### src/sv/eip_pkg.sv
// Shared types and constants for the Ethernet/IPv4/L4 header parser.
// Result word layout, status codes and protocol constants; no dependencies.
`default_nettype none

package eip_pkg;

  localparam logic [15:0] ETYPE_IPV4   = 16'h0800;
  localparam logic [3:0]  IP_VERSION4  = 4'd4;
  localparam logic [7:0]  PROTO_TCP    = 8'd6;
  localparam logic [7:0]  PROTO_UDP    = 8'd17;
  localparam logic [5:0]  IP_HDR_MIN   = 6'd20;
  localparam logic [5:0]  TCP_HDR_MIN  = 6'd20;
  localparam logic [5:0]  UDP_HDR_LEN  = 6'd8;
  localparam logic [5:0]  ETH_TYPE_HI  = 6'd12;
  localparam logic [5:0]  ETH_TYPE_LO  = 6'd13;
  localparam logic [5:0]  HDR_END_MIN  = 6'd19;

  localparam int TDATA_W = 144;

  typedef enum logic [2:0] {
    ST_TCP_OK    = 3'd0,
    ST_UDP_OK    = 3'd1,
    ST_NOT_IPV4  = 3'd2,
    ST_BAD_IP    = 3'd3,
    ST_OTHER     = 3'd4,
    ST_BAD_L4    = 3'd5,
    ST_BAD_UDP   = 3'd6,
    ST_TRUNCATED = 3'd7
  } status_t;

  typedef enum logic {
    KIND_PAYLOAD = 1'b0,
    KIND_SUMMARY = 1'b1
  } kind_t;

  // First member sits in the highest bits.
  typedef struct packed {
    logic        pad;
    logic [31:0] frame_crc;
    logic [15:0] dst_port;
    logic [15:0] src_port;
    logic [15:0] payload_len;
    logic [5:0]  l4_header_len;
    logic [7:0]  protocol;
    logic [15:0] ip_total_len;
    logic [5:0]  ip_header_len;
    logic [15:0] ether_type;
    status_t     status;
    logic [7:0]  payload_byte;
  } eip_tdata_t;

  typedef struct packed {
    logic       valid;
    kind_t      kind;
    eip_tdata_t data;
  } eip_res_t;

endpackage

`default_nettype wire

### src/sv/ethernet_ipv4_l4_header_parser_core.sv
// Ethernet/IPv4/TCP-UDP header parser, top level.
// Depends on eip_pkg, eip_parser and eip_obuf.
//
// Input: one frame byte per request on in_tdata, in_tlast on the last byte.
// Output: one request per L4 payload byte (out_tuser 0, byte in
// out_tdata[7:0], other bits zero) and one frame summary on the request
// that carries in_tlast (out_tuser 1): status, header fields, ports and
// the four bytes after the payload as frame_crc. Other bytes give nothing.
// Throughput: one byte per cycle while in_tready is high; the per-byte phase update is
// one level of registers behind the input handshake.
// Each result is registered in the output buffer before it shows on out_tvalid.
// A two-entry output buffer (output register plus skid) lets one result
// wait while the next byte is accepted; when both entries are full,
// in_tready drops until the receiver takes a request.
// Reset (rst_n low, synchronous): parser returns to the Ethernet header
// phase with all captured fields zero, and the output buffer empties.
// The parser also clears itself after every byte marked in_tlast.
`default_nettype none

module ethernet_ipv4_l4_header_parser_core
  import eip_pkg::*;
(
  input  wire logic               clk,
  input  wire logic               rst_n,
  input  wire logic               in_tvalid,
  output logic                    in_tready,
  input  wire logic [7:0]         in_tdata,   // [7:0] data_byte
  input  wire logic               in_tlast,   // frame_end
  output logic                    out_tvalid,
  input  wire logic               out_tready,
  output logic [TDATA_W-1:0]      out_tdata,  // payload_byte, status, ether_type,
                                              // ip_header_len, ip_total_len,
                                              // protocol, l4_header_len,
                                              // payload_len, src_port, dst_port,
                                              // frame_crc, one zero pad bit
  output logic                    out_tuser   // item_kind
);

  logic     step;
  eip_res_t res;

  assign step = in_tvalid && in_tready;

  eip_parser u_parser (
    .clk     (clk),
    .rst_n   (rst_n),
    .step    (step),
    .in_byte (in_tdata),
    .in_last (in_tlast),
    .res     (res)
  );

  eip_obuf u_obuf (
    .clk        (clk),
    .rst_n      (rst_n),
    .res        (res),
    .in_ready   (in_tready),
    .out_tvalid (out_tvalid),
    .out_tready (out_tready),
    .out_tuser  (out_tuser),
    .out_tdata  (out_tdata)
  );

endmodule

`default_nettype wire

### src/sv/eip_parser.sv
// Per-byte frame parser: phase state machine, captured header fields and
// the result word for each accepted request. Depends on eip_pkg.
`default_nettype none

module eip_parser
  import eip_pkg::*;
(
  input  wire logic       clk,
  input  wire logic       rst_n,
  input  wire logic       step,
  input  wire logic [7:0] in_byte,
  input  wire logic       in_last,
  output eip_res_t        res
);

  typedef enum logic [2:0] {
    PH_ETH   = 3'd0,
    PH_IP    = 3'd1,
    PH_L4    = 3'd2,
    PH_PAY   = 3'd3,
    PH_CRC   = 3'd4,
    PH_DONE  = 3'd5,
    PH_DRAIN = 3'd6
  } phase_t;

  phase_t      phase_r,    phase_nxt;
  logic [5:0]  off_r,      off_nxt;
  logic [15:0] etype_r,    etype_nxt;
  logic [5:0]  ihl_r,      ihl_nxt;
  logic [3:0]  version_r,  version_nxt;
  logic [15:0] total_r,    total_nxt;
  logic [7:0]  proto_r,    proto_nxt;
  logic [5:0]  l4hl_r,     l4hl_nxt;
  logic [7:0]  udp_hi_r,   udp_hi_nxt;
  logic [15:0] pay_left_r, pay_left_nxt;
  logic [15:0] paylen_r,   paylen_nxt;
  logic [15:0] src_r,      src_nxt;
  logic [15:0] dst_r,      dst_nxt;
  logic [31:0] crc_r,      crc_nxt;
  logic [1:0]  crc_cnt_r,  crc_cnt_nxt;
  status_t     status_r,   status_nxt;
  logic        is_pay;

  logic [15:0] ip_total;
  logic [5:0]  tcp_hl;
  logic [6:0]  hdrs;
  logic [15:0] udp_len;

  assign ip_total = {total_r[15:8], in_byte};
  assign tcp_hl   = {in_byte[7:4], 2'b00};
  assign hdrs     = {1'b0, ihl_r} + {1'b0, tcp_hl};
  assign udp_len  = {udp_hi_r, in_byte};

  always_comb begin
    phase_nxt    = phase_r;
    off_nxt      = off_r + 6'd1;
    etype_nxt    = etype_r;
    ihl_nxt      = ihl_r;
    version_nxt  = version_r;
    total_nxt    = total_r;
    proto_nxt    = proto_r;
    l4hl_nxt     = l4hl_r;
    udp_hi_nxt   = udp_hi_r;
    pay_left_nxt = pay_left_r;
    paylen_nxt   = paylen_r;
    src_nxt      = src_r;
    dst_nxt      = dst_r;
    crc_nxt      = crc_r;
    crc_cnt_nxt  = crc_cnt_r;
    status_nxt   = status_r;
    is_pay       = 1'b0;
    unique case (phase_r)
      PH_ETH: begin
        if (off_r == ETH_TYPE_HI) etype_nxt[15:8] = in_byte;
        if (off_r == ETH_TYPE_LO) begin
          etype_nxt[7:0] = in_byte;
          off_nxt        = '0;
          if ({etype_r[15:8], in_byte} != ETYPE_IPV4) begin
            status_nxt = ST_NOT_IPV4;
            phase_nxt  = PH_DRAIN;
          end else begin
            phase_nxt = PH_IP;
          end
        end
      end
      PH_IP: begin
        if (off_r == 6'd0) begin
          ihl_nxt     = {in_byte[3:0], 2'b00};
          version_nxt = in_byte[7:4];
        end
        if (off_r == 6'd2) total_nxt = {in_byte, 8'h00};
        if (off_r == 6'd3) begin
          total_nxt = ip_total;
          if (version_r != IP_VERSION4 || ihl_r < IP_HDR_MIN ||
              ip_total < {10'd0, ihl_r}) begin
            status_nxt = ST_BAD_IP;
            phase_nxt  = PH_DRAIN;
            off_nxt    = '0;
          end
        end
        if (off_r == 6'd9) proto_nxt = in_byte;
        if (off_r >= HDR_END_MIN && (off_r + 6'd1) == ihl_r) begin
          off_nxt = '0;
          if (proto_r == PROTO_TCP) begin
            phase_nxt = PH_L4;
          end else if (proto_r == PROTO_UDP) begin
            l4hl_nxt  = UDP_HDR_LEN;
            phase_nxt = PH_L4;
          end else begin
            status_nxt = ST_OTHER;
            phase_nxt  = PH_DRAIN;
          end
        end
      end
      PH_L4: begin
        if (off_r == 6'd0) src_nxt[15:8] = in_byte;
        if (off_r == 6'd1) src_nxt[7:0]  = in_byte;
        if (off_r == 6'd2) dst_nxt[15:8] = in_byte;
        if (off_r == 6'd3) dst_nxt[7:0]  = in_byte;
        if (proto_r == PROTO_UDP) begin
          if (off_r == 6'd4) udp_hi_nxt = in_byte;
          if (off_r == 6'd5) begin
            if (udp_len < {10'd0, UDP_HDR_LEN}) begin
              status_nxt = ST_BAD_UDP;
              phase_nxt  = PH_DRAIN;
              off_nxt    = '0;
            end else begin
              paylen_nxt = udp_len - {10'd0, UDP_HDR_LEN};
            end
          end
          if (off_r == 6'd7) begin
            pay_left_nxt = paylen_r;
            phase_nxt    = (paylen_r == 16'd0) ? PH_CRC : PH_PAY;
            off_nxt      = '0;
          end
        end else begin
          if (off_r == 6'd12) begin
            l4hl_nxt = tcp_hl;
            if (tcp_hl < TCP_HDR_MIN || total_r < {9'd0, hdrs}) begin
              status_nxt = ST_BAD_L4;
              phase_nxt  = PH_DRAIN;
              off_nxt    = '0;
            end else begin
              paylen_nxt = total_r - {9'd0, hdrs};
            end
          end
          if (off_r >= HDR_END_MIN && (off_r + 6'd1) == l4hl_r) begin
            pay_left_nxt = paylen_r;
            phase_nxt    = (paylen_r == 16'd0) ? PH_CRC : PH_PAY;
            off_nxt      = '0;
          end
        end
      end
      PH_PAY: begin
        is_pay       = 1'b1;
        pay_left_nxt = pay_left_r - 16'd1;
        off_nxt      = '0;
        if (pay_left_r == 16'd1) phase_nxt = PH_CRC;
      end
      PH_CRC: begin
        crc_nxt[{crc_cnt_r, 3'b000} +: 8] = in_byte;
        crc_cnt_nxt = crc_cnt_r + 2'd1;
        off_nxt     = '0;
        if (crc_cnt_r == 2'd3) phase_nxt = PH_DONE;
      end
      default: begin
        off_nxt = off_r;
      end
    endcase
  end

  // Form the result from the state as it stands after this byte.
  always_comb begin
    res                    = '0;
    res.data.payload_byte  = in_byte;
    if (step && in_last) begin
      res.valid              = 1'b1;
      res.kind               = KIND_SUMMARY;
      res.data.payload_byte  = 8'h00;
      if (phase_nxt == PH_DRAIN) begin
        res.data.status = status_nxt;
      end else if (phase_nxt == PH_DONE) begin
        res.data.status = (proto_nxt == PROTO_UDP) ? ST_UDP_OK : ST_TCP_OK;
      end else begin
        res.data.status = ST_TRUNCATED;
      end
      res.data.ether_type    = etype_nxt;
      res.data.ip_header_len = ihl_nxt;
      res.data.ip_total_len  = total_nxt;
      res.data.protocol      = proto_nxt;
      res.data.l4_header_len = l4hl_nxt;
      res.data.payload_len   = paylen_nxt;
      res.data.src_port      = src_nxt;
      res.data.dst_port      = dst_nxt;
      res.data.frame_crc     = crc_nxt;
    end else if (step && is_pay) begin
      res.valid = 1'b1;
      res.kind  = KIND_PAYLOAD;
    end else begin
      res.data.payload_byte = 8'h00;
    end
  end

  always_ff @(posedge clk) begin
    if (!rst_n || (step && in_last)) begin
      phase_r    <= PH_ETH;
      off_r      <= '0;
      etype_r    <= '0;
      ihl_r      <= '0;
      version_r  <= '0;
      total_r    <= '0;
      proto_r    <= '0;
      l4hl_r     <= '0;
      udp_hi_r   <= '0;
      pay_left_r <= '0;
      paylen_r   <= '0;
      src_r      <= '0;
      dst_r      <= '0;
      crc_r      <= '0;
      crc_cnt_r  <= '0;
      status_r   <= ST_TCP_OK;
    end else if (step) begin
      phase_r    <= phase_nxt;
      off_r      <= off_nxt;
      etype_r    <= etype_nxt;
      ihl_r      <= ihl_nxt;
      version_r  <= version_nxt;
      total_r    <= total_nxt;
      proto_r    <= proto_nxt;
      l4hl_r     <= l4hl_nxt;
      udp_hi_r   <= udp_hi_nxt;
      pay_left_r <= pay_left_nxt;
      paylen_r   <= paylen_nxt;
      src_r      <= src_nxt;
      dst_r      <= dst_nxt;
      crc_r      <= crc_nxt;
      crc_cnt_r  <= crc_cnt_nxt;
      status_r   <= status_nxt;
    end
  end

  a_pay_left_nonzero: assert property (@(posedge clk) disable iff (!rst_n)
    phase_r == PH_PAY |-> pay_left_r != 16'd0)
    else $error("payload phase with no bytes left");

  a_clear_on_last: assert property (@(posedge clk) disable iff (!rst_n)
    step && in_last |=> phase_r == PH_ETH && off_r == 6'd0 && crc_r == 32'd0)
    else $error("state not cleared after frame end");

  a_payload_only_in_pay: assert property (@(posedge clk) disable iff (!rst_n)
    res.valid && res.kind == KIND_PAYLOAD |-> phase_r == PH_PAY && !in_last)
    else $error("payload result outside payload phase");

endmodule

`default_nettype wire

### src/sv/eip_obuf.sv
// Two-entry result buffer: output register plus skid register so the
// parser keeps taking bytes while one result waits. Depends on eip_pkg.
`default_nettype none

module eip_obuf
  import eip_pkg::*;
(
  input  wire logic               clk,
  input  wire logic               rst_n,
  input  eip_res_t                res,
  output logic                    in_ready,
  output logic                    out_tvalid,
  input  wire logic               out_tready,
  output logic                    out_tuser,
  output logic [TDATA_W-1:0]      out_tdata
);

  logic     main_valid_r;
  logic     skid_valid_r;
  eip_res_t main_r;
  eip_res_t skid_r;
  logic     pop;

  assign pop        = main_valid_r && out_tready;
  assign in_ready   = !skid_valid_r;
  assign out_tvalid = main_valid_r;
  assign out_tuser  = main_r.kind;
  assign out_tdata  = main_r.data;

  always_ff @(posedge clk) begin
    if (!rst_n) begin
      main_valid_r <= 1'b0;
      skid_valid_r <= 1'b0;
    end else if (!main_valid_r || pop) begin
      if (skid_valid_r) begin
        main_valid_r <= 1'b1;
        skid_valid_r <= 1'b0;
      end else begin
        main_valid_r <= res.valid;
      end
    end else if (res.valid) begin
      skid_valid_r <= 1'b1;
    end
  end

  always_ff @(posedge clk) begin
    if (!main_valid_r || pop) begin
      if (skid_valid_r) begin
        main_r <= skid_r;
      end else if (res.valid) begin
        main_r <= res;
      end
    end else if (res.valid) begin
      skid_r <= res;
    end
  end

  a_skid_needs_main: assert property (@(posedge clk) disable iff (!rst_n)
    skid_valid_r |-> main_valid_r)
    else $error("skid holds a request while output register is empty");

  a_no_push_when_full: assert property (@(posedge clk) disable iff (!rst_n)
    skid_valid_r |-> !res.valid)
    else $error("result arrived with both entries full");

  a_stall_fills_skid: assert property (@(posedge clk) disable iff (!rst_n)
    main_valid_r && !out_tready && res.valid |=> skid_valid_r)
    else $error("stalled result not held in skid");

endmodule

`default_nettype wire

### config.mk
export PLATFORM = sky130hd
export DESIGN_NAME = ethernet_ipv4_l4_header_parser_core
export DESIGN_NICKNAME = d
export VERILOG_FILES = /design/src/sv/eip_pkg.sv /design/src/sv/ethernet_ipv4_l4_header_parser_core.sv /design/src/sv/eip_parser.sv /design/src/sv/eip_obuf.sv
export SDC_FILE = /design/constraint.sdc
export NUM_CORES = 1
export LEC_CHECK = 0
export BUFFER_PORTS_ARGS = -buffer_cell sky130_fd_sc_hd__clkbuf_2
export CAP_MARGIN = 20
export CORE_ASPECT_RATIO = 0.9
export CORE_MARGIN = 8
export CORE_UTILIZATION = 45
export CTS_CLUSTER_SIZE = 16
export DETAILED_ROUTE_END_ITERATION = 8
export PLACE_DENSITY_LB_ADDON = 0.3
export SLEW_MARGIN = 20
export SYNTH_ARGS = -nofsm -noshare
export SYNTH_HDL_FRONTEND = slang
export SYNTH_SLANG_ARGS = --single-unit
### constraint.sdc
create_clock -name clk -period 22.2 [get_ports clk]
set_input_delay 2.22 -clock clk [delete_from_list [all_inputs] [get_ports clk]]
set_output_delay 2.22 -clock clk [all_outputs]
set_load 0.05 [all_outputs]
### Yosys cells after proc, flatten, opt, wreduce, memory -nomap -nowiden

Cells that the tools add are included.

* register bits after elaboration: 464
* input bits: 13

* $add $sub $neg: 7
* $lt $le $gt $ge: 6
* equality and inequality tests: 26
* shift-type cells: 2
* muxes and demuxes: 89
* bitwise logic cells: 2
* reduce and logical (&&, ||, !) cells: 29

Operators with widths (count)
* 145-bit 2-to-1 mux: 2
* 16-bit 2-to-1 mux: 15
* 135-bit 2-to-1 mux: 1
* 6-bit 2-to-1 mux: 18
* 3-bit 2-to-1 mux: 31
* 8-bit 2-to-1 mux: 10
* 32-bit bitwise mux: 1
* 32-bit 2-to-1 mux: 1
* 16-bit one-hot mux with 2 select lines: 1
* 8-bit by 7-bit variable shift with 32-bit output, first input constant: 1
* 8-bit by 7-bit variable part select with 32-bit output: 1
* 6-bit one-hot mux with 4 select lines: 1
* 6-bit by 3-bit equality test with 1-bit output, second input constant: 3
* 6-bit by 4-bit equality test with 1-bit output, second input constant: 3
* 16-bit by 1-bit equality test with 1-bit output, second input constant: 1
* 8-bit by 5-bit equality test with 1-bit output, second input constant: 2
* 16-bit zero test: 1
* 16-bit by 4-bit less-than comparator with 1-bit output, second input constant: 1
* 16-bit by 6-bit less-than comparator with 1-bit output: 1
* 16-bit by 7-bit less-than comparator with 1-bit output: 1
* 16-bit by 12-bit != test with 1-bit output, second input constant: 1
* 16-bit by 1-bit subtractor with 16-bit output, second input constant: 1
* 16-bit by 4-bit subtractor with 16-bit output, second input constant: 1
* 16-bit by 7-bit subtractor with 16-bit output: 1
* 34 further kinds: 61

### Longest topological paths before layout

* word-level depth: 14
* depth in mapped cells: 15
* mapped depth without buffers: 14

### By module

From an unflattened synthesis, not the netlist that was laid out.

* cell total of the unflattened synthesis: 2044
* area total of the unflattened synthesis: 21722.1 sq um

By module, submodules not included
* eip_parser: times used 1, cells each 1583, area each 11170.7 sq um, seq. area each 3483.3 sq um
* eip_obuf: times used 1, cells each 460, area each 10545.1 sq um, seq. area each 8748.4 sq um
* ethernet_ipv4_l4_header_parser_core: times used 1, cells each 1, area each 6.3 sq um, seq. area each 0.0 sq um

### Least setup slack after synthesis

OpenSTA, ideal clock, no wires.

* path kind: input port to flip-flop
* start point: input port in_tvalid
* end point: register u_obuf.main_r (netlist bit u_obuf.out_tdata[0]), enable pin
* library setup time: 0.667 ns
* arrival: 9.382 ns
* slack: 12.151 ns
* stages on the path: 5
* path through: nor2b_1 > clkbuf_1 > o21ai_0 > and2_1 > nor2b_1

* cells in the longest elaborated chain, start to end: 6

RTL lines
* from (decl): RTL line ethernet_ipv4_l4_header_parser_core.sv:25 `input wire logic in_tvalid,`
* 1-bit logical AND (*): RTL line ethernet_ipv4_l4_header_parser_core.sv:42 `assign step = in_tvalid && in_tready;`
* 1-bit logical AND: RTL line eip_parser.sv:196 `end else if (step && is_pay) begin`
* 2-bit 2-to-1 mux: RTL line eip_parser.sv:196
* 2-bit 2-to-1 mux (*): RTL line eip_parser.sv:176 `if (step && in_last) begin`
* 2-bit nonzero test (no line) (*)
* 2-bit AND reduction (no line) (*)
* to (signal assigned): RTL line eip_obuf.sv:49 `main_r <= skid_r;`
* to (signal assigned): RTL line eip_obuf.sv:51 `main_r <= res;`
* to (decl): RTL line eip_obuf.sv:20 `eip_res_t main_r;`

Every way passes the cells marked *; elsewhere a longest branch is shown, timed or not.
A chain may end at the register's enable or synchronous reset.

==> metrics.md <==
| Metric | Value |
|---|---|
| Min cycle time layout | 5.60 ns |
| Crit end category | flip-flop |
| GRT Util Overall | 0.210 |
| Leak pwr | 9.42 nW |
| Share of post-route cells with drive strength above 1 | 0.129 |
| Via density per instance | 5.86 |
| First-pass iteration count of the detailed router | 6 |
| Seq pwr share | 0.494 |
| Setup Skew | 0.0233 ns |
| Worst hold path class | reg2reg |
| CP startpoint kind | input pin |
| Most common cell after layout, fill and taps aside | nand2_1 |
| Main synth FF type | edfxtp_1 |
| Unique masters post-synth | 85 |
| CP peak stage delay | 0.47 ns |
| Area growth syn-to-layout | 13.2% |
| DIE WIDTH | 245 um |
| Peak VDD IR | 0.0539 mV |
| Crit Path Category | in2reg |
| Dpl hpwl | 38.5 mm |
| TritonCTS buffer count | 48 |
| # fillers | 4166 |
| Yosys reg bits | 464 |
| Seq/Total Area, Yosys | 0.572 |
| Clk slew on worst S/H paths | 0.06 ns |
| First-pass GRT wire length | 92.8 mm |
| Unrepaired setup endpoints after global routing | false |
| Nets | 2261 |
| IO Port Bufs | 158 |
| Post-CTS sizing | 0 |
| Core Footprint | 46600 sq um |
| Final period util | 0.252 |
| Total power | 1.90 mW |
| Synth Cell Area | 21300 sq um |
| DR iter-0 viols | 1761 |
| Yosys top cell area share | 0.407 |
| Cell Chain, Critical Path | clkbuf_2 > buf_4 > ha_1 > a21o_1 > a21oi_1 > xor2_1 > ha_1 > nor4_1 > o21ai_0 > a21boi_1 > or3_1 > or3_1 > nor3_1 > nor3_1 > o22ai_2 > a21o_1 |
| FMAX | 179 MHz |
| Power per cell area | 78.8 nW/um^2 |
| Worst path slowest cell | buf_4 |
| Placed Instance Area | 22500 sq um |
| Slew @ Worst Pin | 1.08 ns |
| Post-Synthesis Cells | 2132 |
| Syn Area/Cell | 9.98 sq um |
| Most frequent cells in the layout | nand2_1, edfxtp_1, a21oi_1, nor2_1, dfxtp_1 |
| P_int | 1.44 mW |
| Post-Layout Inst Area | 24100 sq um |
| Switching power share of the total | 0.241 |
| Antenna violations before repair | 1 |
| Data arrival time of the critical path | 5.94 ns |
| XOR/XNOR Fraction of Synth Area | 0.0164 |
| Leading area contributor after synthesis | edfxtp_1 |
| Drt wl/cell | 20.5 um |
| Required time worst endpoint | 22.54 ns |
| CTS tree | built |
| Diodes inserted | 0 |
| Number of synthesized flops with an enable pin | 288 |
| Fraction of synthesized area in multiplexers | 0.0165 |
| Combinational family with the most area after synthesis | simple AND/OR/NAND/NOR gates |
| Placed Cells | 2783 |
| Initial Utilization | 0.456 |
| Site row count | 75 |
| Gate power share | 0.075 |
| CTS H-tree depth | 2 |
| Clock group share of total power | 0.430 |
| Placer Congestion | 0.892 |
| Total Routed Length | 59.0 mm |
| Syn nets | 2176 |
| Hold-fix buffer count after cts | 0 |
| Setup-violating endpoint count in the final report | 0 |
| Synth warnings | 0 |
| Non-Filler Instances | 2871 |
| Post-route ant nets | 0 |
| Slew HR | 0.279 |
| Max cap viols | 0 |
| Largest net degree at the start of global routing | 83 |
| Root buf cell | clkbuf_16 |
| Ys async rst share | 0 |
| Clk buf depth | 3 |
| Overflow after GRT | 0 |
| Worst skew pair latency | 0.59 ns |
| Vias in the first global route | 16300 |
| Post-CTS Setup Bufs | 0 |
| Final max-slew violation count | 0 |
| Vias | 16800 |
| Simple-gate portion of the synthesized area | 0.176 |
| Setup TNS | 0 ns |
| CTS Sinks | 464 |
| Die area | 54500 sq um |
| Residual DRC | 0 |
| Status | completed |
| P_sw | 0.457 mW |
| Final hold violation count | 0 |
| Critical path fanouts, max | 40 |
| Area fraction in compound gates after synthesis | 0.167 |
| Die height | 222 um |
| Post-Synth Adder-Cell Area | 0.0189 |
| Synth area leaders | edfxtp_1, dfxtp_1, nand2_1 |
| I/O Pins | 160 |
## final timing paths
check | start | end | slack (ns) | cells past startpoint
hold reg to reg | u_parser.src_r[8] | u_parser.src_r[8] | 0.45 | 2
setup reg to reg | u_parser.ihl_r[2] | u_obuf.out_tdata[70] | 18.32 | 13
setup / recovery | in_tdata[5] | u_obuf.out_tdata[76] | 16.60 | 16
hold / removal | u_parser.src_r[8] | u_parser.src_r[8] | 0.45 | 2
## critical path: cells and delay by family
family                   cells  cell delay (ns)
AND/OR/NAND/NOR              5             1.29
adder cells (fa/ha/maj)      2             0.56
buffers and inverters        2             0.57
XOR/XNOR                     1             0.09
AO/OA/AOI/OAI                6             1.21
## cell usage after synthesis (all sizes together), types with 22 or more instances
master	instances
a22oi	26
edfxtp	288
nand2	337
inv	27
nor3	33
dfxtp	176
ha	29
o21ai	68
mux2i	35
clkbuf	115
nor2	187
a21oi	248
a21o	140
buf	35
nand3	125
nor4	22
## area by class of cell
class / instances / area (sq um) / area share
clock buffers: 68 / 1360 / 0.0565
clock inverters: 20 / 223 / 0.00925
inverters: 28 / 105 / 0.00436
multi-input cells: 1490 / 8450 / 0.351
flip-flops and latches: 464 / 12200 / 0.506
well taps: 616 / 771 / 0.0320
repair buffers: 185 / 993 / 0.0413
## metrics by stage
stage | worst slack (ns) | hold slack, ns | utilization
3_5_place_dp | 16.08 | 0.447 | 0.482
3_3_place_gp | 16.16 | 0.440 | 0.482
5_1_grt | 16.27 | 0.473 | 0.516
2_1_floorplan | 12.15 | 0.432 | -
6_report | 16.60 | 0.453 | 0.516
4_1_cts | 16.69 | 0.455 | 0.516
## cells by family after synthesis
family	Yosys count
other cells	1
compound gates	568
fa+ha+maj	31
xor+xnor	32
simple gates	823
flops	464
mux	35
buf+inv	178
## sequential cells by signal, summed over array words and instances (netlist names), 8 cells and up
name,cells
u_parser.pay_left_r,16
u_parser.paylen_r,16
u_parser.proto_r,8
u_parser.dst_r,16
u_parser.udp_hi_r,8
u_parser.total_r,16
u_parser.etype_r,16
u_obuf.skid_r,144
u_parser.src_r,16
u_parser.crc_r,32
u_obuf.out_tdata,143
## metal layers
| layer | track usage | vias to the layer above | routed length (um) |
|---|---|---|---|
| met3 | 0.0428 | 111 | 4630 |
| met4 | 0.0573 | 0 | 1350 |
| li1 | - | 7843 | - |
| met5 | 0 | - | 0 |
| met1 | 0.293 | 8233 | 26500 |
| met2 | 0.329 | 634 | 26500 |
## power by group through the flow
stage                     registers (mW)  clock network, mW  logic (mW)
after floorplan                    0.999                  0      0.0608
after global placement             0.956                  0       0.141
after detailed placement           0.956                  0       0.143
after CTS                          0.937              0.833       0.143
after global routing               0.939              0.866       0.153
final                              0.937              0.817       0.143
Note: power is estimated with default switching activity, not from simulation.
